File: src/hdl/assert_macros.svh
// assertion helpers used by the route table rtl
`ifndef ASSERT_MACROS_SVH
`define ASSERT_MACROS_SVH

// same-cycle implication
`define LRT_ASSERT_IMPL(label, clk, rst_n, ante, cons) \
  label: assert property (@(posedge clk) disable iff (!rst_n) (ante) |-> (cons)) \
    else $error("assertion failed");

// next-cycle implication
`define LRT_ASSERT_NEXT(label, clk, rst_n, ante, cons) \
  label: assert property (@(posedge clk) disable iff (!rst_n) (ante) |=> (cons)) \
    else $error("assertion failed");

`endif

File: src/hdl/lrt_pkg.sv
`timescale 1ns / 1ps
package lrt_pkg;

  localparam int NODES_DEF = 16;

  localparam int MODE_W   = 2;
  localparam int ID_W     = 8;
  localparam int ROLE_W   = 3;
  localparam int BP_W     = 16;
  localparam int LAT_W    = 24;
  localparam int CNT_W    = 32;
  localparam int STATUS_W = 2;
  localparam int SUM_W    = BP_W + 1;
  localparam int COST_W   = LAT_W + SUM_W;

  localparam logic [MODE_W-1:0] MODE_REG   = 2'd0;
  localparam logic [MODE_W-1:0] MODE_TELE  = 2'd1;
  localparam logic [MODE_W-1:0] MODE_ROUTE = 2'd2;

  localparam logic [STATUS_W-1:0] STATUS_OK   = 2'd0;
  localparam logic [STATUS_W-1:0] STATUS_FULL = 2'd1;
  localparam logic [STATUS_W-1:0] STATUS_DUP  = 2'd2;
  localparam logic [STATUS_W-1:0] STATUS_NONE = 2'd3;

  localparam logic [LAT_W-1:0]  DEFAULT_LATENCY = 24'd50;
  localparam logic [BP_W-1:0]   SAT_LIMIT       = 16'd1000;
  localparam logic [SUM_W-1:0]  COST_BASE       = 17'd200;
  localparam logic [COST_W-1:0] SAT_PENALTY     = 41'd200000000000;

  typedef struct packed {
    logic [ID_W-1:0]   id;
    logic [ROLE_W-1:0] role;
    logic [BP_W-1:0]   backpressure;
    logic [LAT_W-1:0]  latency;
    logic [CNT_W-1:0]  routed;
  } entry_t;

  typedef enum logic [1:0] {
    S_IDLE,
    S_SCAN,
    S_WRITE
  } state_t;

endpackage

File: src/hdl/lrt_in_if.sv
`timescale 1ns / 1ps
interface lrt_in_if;
  import lrt_pkg::*;

  logic              valid;
  logic              ready;
  logic [MODE_W-1:0] mode;
  logic [ID_W-1:0]   node_id;
  logic [ROLE_W-1:0] role;
  logic [BP_W-1:0]   load_permille;
  logic [LAT_W-1:0]  latency_us;

  modport source (
    output valid, mode, node_id, role, load_permille, latency_us,
    input  ready
  );

  modport sink (
    input  valid, mode, node_id, role, load_permille, latency_us,
    output ready
  );
endinterface

File: src/hdl/lrt_out_if.sv
`timescale 1ns / 1ps
interface lrt_out_if;
  import lrt_pkg::*;

  logic                valid;
  logic                ready;
  logic [STATUS_W-1:0] status;
  logic [ID_W-1:0]     selected_node;
  logic [CNT_W-1:0]    node_route_count;
  logic [CNT_W-1:0]    routed_total;
  logic [CNT_W-1:0]    telemetry_total;

  modport source (
    output valid, status, selected_node, node_route_count, routed_total, telemetry_total,
    input  ready
  );

  modport sink (
    input  valid, status, selected_node, node_route_count, routed_total, telemetry_total,
    output ready
  );
endinterface

File: src/hdl/lrt_table.sv
`timescale 1ns / 1ps
module lrt_table #(
  parameter int NODES = lrt_pkg::NODES_DEF,
  parameter int IW    = (NODES > 1) ? $clog2(NODES) : 1
) (
  input  logic           clk,
  input  logic           rd_en,
  input  logic [IW-1:0]  rd_addr,
  output lrt_pkg::entry_t rd_data,
  input  logic           wr_en,
  input  logic [IW-1:0]  wr_addr,
  input  lrt_pkg::entry_t wr_data
);
  import lrt_pkg::*;

  entry_t mem [NODES];
  entry_t rd_data_r;

  always_ff @(posedge clk) begin
    if (wr_en) begin
      mem[wr_addr] <= wr_data;
    end
  end

  always_ff @(posedge clk) begin
    if (rd_en) begin
      rd_data_r <= mem[rd_addr];
    end
  end

  assign rd_data = rd_data_r;
endmodule

File: src/hdl/load_aware_node_route_table.sv
`timescale 1ns / 1ps
// channel   modport  payload                                                  handshake
// in_ch     sink     mode node_id role load_permille latency_us              valid/ready
// out_ch    source   status selected_node node_route_count routed_total
//                    telemetry_total                                           valid/ready
//
// one transaction at a time: accept, scan of entry_count entries, then a write state
// the scan length is set by the one-entry-per-cycle table read and the two-stage
// multiply/compare pipe; a result waits in the output register while the next
// transaction is taken in; the write state holds until that register is free
// rst_n clears the entry count and both totals; table contents are not cleared
`include "assert_macros.svh"
module load_aware_node_route_table #(
  parameter int NODES = lrt_pkg::NODES_DEF
) (
  input logic      clk,
  input logic      rst_n,
  lrt_in_if.sink   in_ch,
  lrt_out_if.source out_ch
);
  import lrt_pkg::*;

  localparam int IW = (NODES > 1) ? $clog2(NODES) : 1;
  localparam int CW = $clog2(NODES + 1);
  localparam logic [CW-1:0] FULL_COUNT = CW'(NODES);

  state_t state_r, state_nxt;

  logic [MODE_W-1:0] mode_r;
  logic [ID_W-1:0]   id_r;
  logic [ROLE_W-1:0] role_r;
  logic [BP_W-1:0]   bp_r;
  logic [LAT_W-1:0]  lat_r;

  logic [CW-1:0]    count_r;
  logic [CNT_W-1:0] route_ctr_r, route_ctr_nxt;
  logic [CNT_W-1:0] tele_ctr_r, tele_ctr_nxt;

  // scan pipeline: read issue, multiply, penalty add and compare
  logic [CW-1:0]     scan_k_r;
  logic              rd_vld_r;
  logic [IW-1:0]     rd_idx_r;
  logic              s2_vld_r;
  logic [IW-1:0]     s2_idx_r;
  entry_t            s2_entry_r;
  logic [COST_W-1:0] s2_prod_r;
  logic              hit_vld_r;
  logic [IW-1:0]     hit_idx_r;
  entry_t            hit_entry_r;
  logic [COST_W-1:0] best_cost_r;

  logic                out_valid_r;
  logic [STATUS_W-1:0] out_status_r;
  logic [ID_W-1:0]     out_selected_r;
  logic [CNT_W-1:0]    out_count_r;
  logic [CNT_W-1:0]    out_routed_r;
  logic [CNT_W-1:0]    out_tele_r;

  logic              in_fire;
  logic              rd_en;
  logic [IW-1:0]     rd_addr;
  entry_t            rd_data;
  logic              wr_en;
  logic [IW-1:0]     wr_addr;
  entry_t            wr_data;
  logic              scan_done;
  logic              out_free;
  logic              commit;
  logic              hit_take;
  logic [SUM_W-1:0]  base_sum;
  logic [COST_W-1:0] prod_c;
  logic [COST_W-1:0] cost_c;
  logic              full;
  entry_t            new_entry;
  logic              count_inc;
  logic [STATUS_W-1:0] status_c;
  logic [ID_W-1:0]     sel_c;
  logic [CNT_W-1:0]    cnt_c;

  lrt_table #(
    .NODES (NODES),
    .IW    (IW)
  ) u_table (
    .clk     (clk),
    .rd_en   (rd_en),
    .rd_addr (rd_addr),
    .rd_data (rd_data),
    .wr_en   (wr_en),
    .wr_addr (wr_addr),
    .wr_data (wr_data)
  );

  // next state
  always_comb begin
    state_nxt = state_r;
    case (state_r)
      S_IDLE:  if (in_ch.valid) state_nxt = S_SCAN;
      S_SCAN:  if (scan_done) state_nxt = S_WRITE;
      S_WRITE: if (out_free) state_nxt = S_IDLE;
      default: state_nxt = S_IDLE;
    endcase
  end

  // sequencer outputs
  always_comb begin
    in_ch.ready = 1'b0;
    rd_en       = 1'b0;
    scan_done   = 1'b0;
    commit      = 1'b0;
    case (state_r)
      S_IDLE:  in_ch.ready = 1'b1;
      S_SCAN: begin
        rd_en     = (scan_k_r < count_r);
        scan_done = (scan_k_r >= count_r) && !rd_vld_r && !s2_vld_r;
      end
      S_WRITE: commit = out_free;
      default: ;
    endcase
  end

  assign in_fire  = in_ch.valid && in_ch.ready;
  assign out_free = !out_valid_r || out_ch.ready;
  assign rd_addr  = scan_k_r[IW-1:0];

  assign base_sum = {1'b0, rd_data.backpressure} + COST_BASE;
  assign prod_c   = COST_W'(rd_data.latency) * COST_W'(base_sum);
  assign cost_c   = s2_prod_r + ((s2_entry_r.backpressure >= SAT_LIMIT) ? SAT_PENALTY
                                                                        : '0);

  // strict less-than keeps the earliest entry on a tie
  always_comb begin
    if (mode_r == MODE_ROUTE) begin
      hit_take = s2_vld_r && (s2_entry_r.role == role_r) &&
                 (!hit_vld_r || (cost_c < best_cost_r));
    end else begin
      hit_take = s2_vld_r && !hit_vld_r && (s2_entry_r.id == id_r);
    end
  end

  // write cycle: table update and result
  always_comb begin
    full          = (count_r == FULL_COUNT);
    new_entry     = '{id: id_r, role: role_r, backpressure: '0,
                      latency: DEFAULT_LATENCY, routed: '0};
    wr_en         = 1'b0;
    wr_addr       = hit_idx_r;
    wr_data       = hit_entry_r;
    count_inc     = 1'b0;
    status_c      = STATUS_OK;
    sel_c         = '0;
    cnt_c         = '0;
    route_ctr_nxt = route_ctr_r;
    tele_ctr_nxt  = tele_ctr_r;
    case (mode_r)
      MODE_REG: begin
        if (full) begin
          status_c = STATUS_FULL;
        end else if (hit_vld_r) begin
          status_c = STATUS_DUP;
        end else begin
          wr_en     = commit;
          wr_addr   = count_r[IW-1:0];
          wr_data   = new_entry;
          count_inc = 1'b1;
        end
      end
      MODE_TELE: begin
        tele_ctr_nxt = tele_ctr_r + 1'b1;
        if (hit_vld_r) begin
          wr_en                = commit;
          wr_data.role         = role_r;
          wr_data.backpressure = bp_r;
          wr_data.latency      = lat_r;
        end else if (full) begin
          status_c = STATUS_FULL;
        end else begin
          wr_en     = commit;
          wr_addr   = count_r[IW-1:0];
          wr_data   = new_entry;
          count_inc = 1'b1;
        end
      end
      MODE_ROUTE: begin
        if (hit_vld_r) begin
          wr_en          = commit;
          wr_data.routed = hit_entry_r.routed + 1'b1;
          route_ctr_nxt  = route_ctr_r + 1'b1;
          sel_c          = hit_entry_r.id;
          cnt_c          = wr_data.routed;
        end else begin
          status_c = STATUS_NONE;
        end
      end
      default: ;
    endcase
  end

  always_ff @(posedge clk) begin
    if (!rst_n) begin
      state_r     <= S_IDLE;
      count_r     <= '0;
      route_ctr_r <= '0;
      tele_ctr_r  <= '0;
      scan_k_r    <= '0;
      rd_vld_r    <= 1'b0;
      s2_vld_r    <= 1'b0;
      hit_vld_r   <= 1'b0;
      out_valid_r <= 1'b0;
    end else begin
      state_r  <= state_nxt;
      rd_vld_r <= rd_en;
      s2_vld_r <= rd_vld_r;
      if (in_fire) begin
        scan_k_r  <= '0;
        hit_vld_r <= 1'b0;
      end else begin
        if (rd_en) scan_k_r <= scan_k_r + 1'b1;
        if (hit_take) hit_vld_r <= 1'b1;
      end
      if (commit) begin
        count_r     <= count_r + CW'(count_inc);
        route_ctr_r <= route_ctr_nxt;
        tele_ctr_r  <= tele_ctr_nxt;
        out_valid_r <= 1'b1;
      end else if (out_ch.ready) begin
        out_valid_r <= 1'b0;
      end
    end
  end

  always_ff @(posedge clk) begin
    if (in_fire) begin
      mode_r <= in_ch.mode;
      id_r   <= in_ch.node_id;
      role_r <= in_ch.role;
      bp_r   <= in_ch.load_permille;
      lat_r  <= in_ch.latency_us;
    end
    rd_idx_r   <= rd_addr;
    s2_idx_r   <= rd_idx_r;
    s2_entry_r <= rd_data;
    s2_prod_r  <= prod_c;
    if (hit_take) begin
      hit_idx_r   <= s2_idx_r;
      hit_entry_r <= s2_entry_r;
      best_cost_r <= cost_c;
    end
    if (commit) begin
      out_status_r   <= status_c;
      out_selected_r <= sel_c;
      out_count_r    <= cnt_c;
      out_routed_r   <= route_ctr_nxt;
      out_tele_r     <= tele_ctr_nxt;
    end
  end

  assign out_ch.valid            = out_valid_r;
  assign out_ch.status           = out_status_r;
  assign out_ch.selected_node    = out_selected_r;
  assign out_ch.node_route_count = out_count_r;
  assign out_ch.routed_total     = out_routed_r;
  assign out_ch.telemetry_total  = out_tele_r;

  `LRT_ASSERT_IMPL(a_count_bound, clk, rst_n, 1'b1, count_r <= FULL_COUNT)
  `LRT_ASSERT_IMPL(a_wr_in_table, clk, rst_n, wr_en, CW'(wr_addr) <= count_r)
  `LRT_ASSERT_NEXT(a_totals_match, clk, rst_n, commit,
                   (out_routed_r == route_ctr_r) && (out_tele_r == tele_ctr_r))
  `LRT_ASSERT_IMPL(a_none_zero, clk, rst_n, out_valid_r && (out_status_r == STATUS_NONE),
                   (out_selected_r == '0) && (out_count_r == '0))
  `LRT_ASSERT_IMPL(a_idle_drained, clk, rst_n, state_r == S_IDLE, !rd_vld_r && !s2_vld_r)
endmodule

File: src/flat_wrapper.sv
// flat-port wrapper written by rule: the top's interface ports become plain ports
module load_aware_node_route_table_flat import lrt_pkg::*;
#(
  parameter int NODES = lrt_pkg::NODES_DEF
)
  (clk, rst_n, in_ch_valid, in_ch_mode, in_ch_node_id, in_ch_role, in_ch_load_permille, in_ch_latency_us, in_ch_ready, out_ch_valid, out_ch_status, out_ch_selected_node, out_ch_node_route_count, out_ch_routed_total, out_ch_telemetry_total, out_ch_ready);
  lrt_in_if in_ch_i ();
  lrt_out_if out_ch_i ();
  input logic clk;
  input logic rst_n;
  input wire logic [$bits(in_ch_i.valid)-1:0] in_ch_valid;
  input wire logic [$bits(in_ch_i.mode)-1:0] in_ch_mode;
  input wire logic [$bits(in_ch_i.node_id)-1:0] in_ch_node_id;
  input wire logic [$bits(in_ch_i.role)-1:0] in_ch_role;
  input wire logic [$bits(in_ch_i.load_permille)-1:0] in_ch_load_permille;
  input wire logic [$bits(in_ch_i.latency_us)-1:0] in_ch_latency_us;
  output wire logic [$bits(in_ch_i.ready)-1:0] in_ch_ready;
  output wire logic [$bits(out_ch_i.valid)-1:0] out_ch_valid;
  output wire logic [$bits(out_ch_i.status)-1:0] out_ch_status;
  output wire logic [$bits(out_ch_i.selected_node)-1:0] out_ch_selected_node;
  output wire logic [$bits(out_ch_i.node_route_count)-1:0] out_ch_node_route_count;
  output wire logic [$bits(out_ch_i.routed_total)-1:0] out_ch_routed_total;
  output wire logic [$bits(out_ch_i.telemetry_total)-1:0] out_ch_telemetry_total;
  input wire logic [$bits(out_ch_i.ready)-1:0] out_ch_ready;
  assign in_ch_i.valid = in_ch_valid;
  assign in_ch_i.mode = in_ch_mode;
  assign in_ch_i.node_id = in_ch_node_id;
  assign in_ch_i.role = in_ch_role;
  assign in_ch_i.load_permille = in_ch_load_permille;
  assign in_ch_i.latency_us = in_ch_latency_us;
  assign in_ch_ready = in_ch_i.ready;
  assign out_ch_valid = out_ch_i.valid;
  assign out_ch_status = out_ch_i.status;
  assign out_ch_selected_node = out_ch_i.selected_node;
  assign out_ch_node_route_count = out_ch_i.node_route_count;
  assign out_ch_routed_total = out_ch_i.routed_total;
  assign out_ch_telemetry_total = out_ch_i.telemetry_total;
  assign out_ch_i.ready = out_ch_ready;
  load_aware_node_route_table #(.NODES(NODES)) u_core (.clk(clk), .rst_n(rst_n), .in_ch(in_ch_i), .out_ch(out_ch_i));
endmodule
File: config.mk
export PLATFORM = sky130hd
export DESIGN_NAME = load_aware_node_route_table_flat
export DESIGN_NICKNAME = d
export VERILOG_FILES = /design/src/hdl/lrt_pkg.sv /design/src/hdl/lrt_in_if.sv /design/src/hdl/lrt_out_if.sv /design/src/hdl/lrt_table.sv /design/src/hdl/load_aware_node_route_table.sv /design/src/flat_wrapper.sv
export VERILOG_INCLUDE_DIRS = /design/src /design/src/hdl
export SDC_FILE = /design/constraint.sdc
export NUM_CORES = 2
export LEC_CHECK = 0
export BUFFER_PORTS_ARGS = -buffer_cell sky130_fd_sc_hd__buf_2
export CORE_UTILIZATION = 30
export DETAILED_ROUTE_END_ITERATION = 10
export RECOVER_POWER = 50
export SYNTH_ARGS = -nofsm -noshare
export SYNTH_HDL_FRONTEND = slang
export SYNTH_HIERARCHICAL = 1
export SYNTH_SLANG_ARGS = --single-unit
File: constraint.sdc
create_clock -name clk -period 19.6 [get_ports clk]
set_input_delay 0.98 -clock clk [delete_from_list [all_inputs] [get_ports clk]]
set_output_delay 0.98 -clock clk [all_outputs]
set_load 0.02 [all_outputs]
==> flow_metrics.tcl <==
set metrics [dict create \
    synth_area_um2 85400 \
    dpl.hpwl_mm 122 \
    port_buffers 164 \
    reg2reg_from "u_core/out_ch.valid" \
    critPathArrivalTime_ns 9.39 \
    gp_congestion 0.859 \
    synth-seq-cells 1910 \
    drive_above_1_share 0.138 \
    worstPathRequired_ns 20.31 \
    leakagePower_uw 0.0336 \
    num_io_pins 165 \
    hp-class "in -> reg" \
    crit_type "reg -> reg" \
    synth.distinct_cells 72 \
    clkLatencyLatePin_ns 0.90 \
    antenna_found_initial 7 \
    whs_endpoint "u_core/id_r[1]" \
    maxCapViolations 20 \
    max_slew_margin -1.54 \
    worstHoldStart "in_ch_node_id[1]" \
    period_minus_slack_ns 8.68 \
    clk_pin_slew_worst_paths_ns 0.06 \
    async_flop_share 0 \
    synth_top_area_frac 0.597 \
    layout_commonest_cell "edfxtp_1" \
    core_area_um2 283000 \
    syn2layout_area_growth_pct 13.9 \
    wl_per_cell_um 22.5 \
    syn_avg_cell_area_um2 16.1 \
    slew_violations 766 \
    htree_levels 4 \
    grt_pass1_wl_mm 314 \
    setup.worst_path.start_class "register" \
    postCtsSetupBuffers 0 \
    violations "max-capacitance violations, max-slew violations" \
    hold_violations 0 \
    dp.cells 9082 \
    cp_common_cell "clkbuf_1" \
    initial_core_util 0.302 \
    critPathMaxFanout 86 \
    grt_usage 0.147 \
    timing.fmax_mhz 115 \
    grt_setup_unrepaired "false" \
    synth_nets 5871 \
    cts_buffer_depth 4 \
    crit_path_top_delay_cell "clkinvlp_2" \
    die_y_um 536 \
    slowest_delay_ns 3.53 \
    grt_max_degree 99 \
    cts_root_buffer "clkbuf_16" \
    cts_tree "done" \
    drtPass1Iterations 6 \
    crit_family "buffers and inverters" \
    cts_buffers 200 \
    grt_pass1_vias 47400 \
    end_kind "register" \
    skew_ns 0.118 \
    yosysSeqAreaShare 0.646 \
    yosysTopAreaCell "edfxtp_1" \
    dr.first_iter.drc_count 4408 \
    viasPerCell 4.84 \
    postRouteAntennaNets 0 \
    die_w_um 536 \
    r2r_setup_slack_ns 10.92 \
    cts_hold_buf 0 \
    yosys_warnings 6 \
    status "finished with violations" \
    powerDensity_nw_per_um2 96.1 \
    finalCritPeriodShare 0.443 \
    rows 195 \
    finalSetupViolations 0 \
    final.setup.tns_ns 0 \
    ctsResizeCount 0 \
    synthFlopType "edfxtp_1" \
    grt-ovfl-total 0 \
    synth_area_leaders "edfxtp_1 (60%), mux4_2 (8.8%), fa_1 (7.7%)" \
    final_cell_mix "edfxtp_1 (1698), inv_1 (474), nand2_1 (467)" \
    synth-edff-count 1698 \
    ir_worst_vdd_mv 0.0757 \
    final_util 0.344 \
    instances_no_fill 9456 \
    cts_sinks 1910 \
    syn_inst 5301 \
    drc 0 \
    crit_chain "nand2b_1 > nand2b_2 > clkbuf_1 > clkinvlp_2 > clkbuf_1 > nand4_1 > xnor2_1 > and2_1" \
    vias 45800 \
    holdPathStages 1 \
    finalNetCount 6111 \
    worst_slew_pin_slew_ns 3.81 \
    drt_wl_total_mm 213 \
    reg2reg_depth 8 \
    cp_num_buf_inv 3 \
    die_area_um2 287000 \
    r2r_end "u_core/route_ctr_r[30]" \
]
==> through the flow <==
stage / area [µm²] / setup WS (ns) / hold WS (ns) / total power, µW
after floorplan: 85400 / 5.28 / 0.310 / 5320
after global placement: 91000 / 11.42 / 0.312 / 5560
after detailed placement: 91000 / 11.33 / 0.313 / 5590
after CTS: 97700 / 11.26 / 0.205 / 9450
after global routing: 97300 / 9.81 / 0.234 / 9720
final: 97300 / 10.92 / 0.273 / 9350
==> power by group <==
| part | switching (µW) | internal, µW |
|---|---|---|
| sequential | 42.6 | 4500 |
| clock | 1620 | 2220 |
| combinational | 582 | 381 |
==> cell families after synthesis <==
family / share of synthesized area
AND/OR/NAND/NOR: 0.0607
adder cells (fa/ha/maj): 0.104
multiplexers: 0.0898
AO/OA/AOI/OAI: 0.0436
buffers and inverters: 0.0334
XOR/XNOR: 0.0219
flip-flops: 0.646
==> how the worst max path moves through the flow <==
stage	startpoint	endpoint	slack [ns]	cells past startpoint
6_report	u_core/out_ch.valid	u_core/route_ctr_r[30]	10.92	8
5_1_grt	u_core/out_ch.valid	u_core/route_ctr_r[30]	9.81	8
4_1_cts	u_core/u_table/rd_data[59]	u_core/s2_prod_r[40]	11.26	25
3_5_place_dp	u_core/u_table/rd_data[59]	u_core/s2_prod_r[40]	11.33	25
3_3_place_gp	u_core/u_table/rd_data[59]	u_core/s2_prod_r[40]	11.42	26
2_1_floorplan	u_core/s2_entry_r[69]	u_core/best_cost_r[0]	5.28	19
==> layer usage <==
metal  part of all wire  track usage
met5           0.000056            0
met4              0.029       0.0445
met2               0.48        0.242
met3              0.060       0.0230
met1               0.43        0.199
==> layout make-up <==
class	instances	area, µm²
clock inverter	107	1230
inverter	475	1780
multi-input combinational	2682	27500
sequential	1910	55200
timing repair buffer	272	1410
clock buffer	265	5450
antenna	2	5.00
fill	26700	185000
tap	3743	4680
==> Yosys cell counts, types with 37 or more instances <==
cell      instances
a21o_1           63
a21oi_1          84
a22o_1           37
a22oi_1         167
and2_1          190
clkbuf_1        159
dfxtp_1         212
edfxtp_1       1698
fa_1            329
ha_1            184
inv_1           474
mux4_2          332
nand2_1         466
nand3_1          60
nand4_1          45
nor2_1          133
o21ai_0          77
xnor2_1         133
xor2_1           81
==> sequential cells by signal, summed over array words and instances (netlist names), 24 cells and up <==
| name | cells |
|---|---|
| u_core/best_cost_r | 41 |
| u_core/hit_entry_r | 83 |
| u_core/lat_r | 24 |
| u_core/out_ch.node_route_count | 32 |
| u_core/out_ch.routed_total | 32 |
| u_core/out_ch.telemetry_total | 32 |
| u_core/route_ctr_r | 32 |
| u_core/s2_entry_r | 83 |
| u_core/s2_prod_r | 41 |
| u_core/tele_ctr_r | 32 |
| u_core/u_table/mem | 1328 |
| u_core/u_table/rd_data | 83 |
No activity file was read; power rests on OpenSTA's default activity.
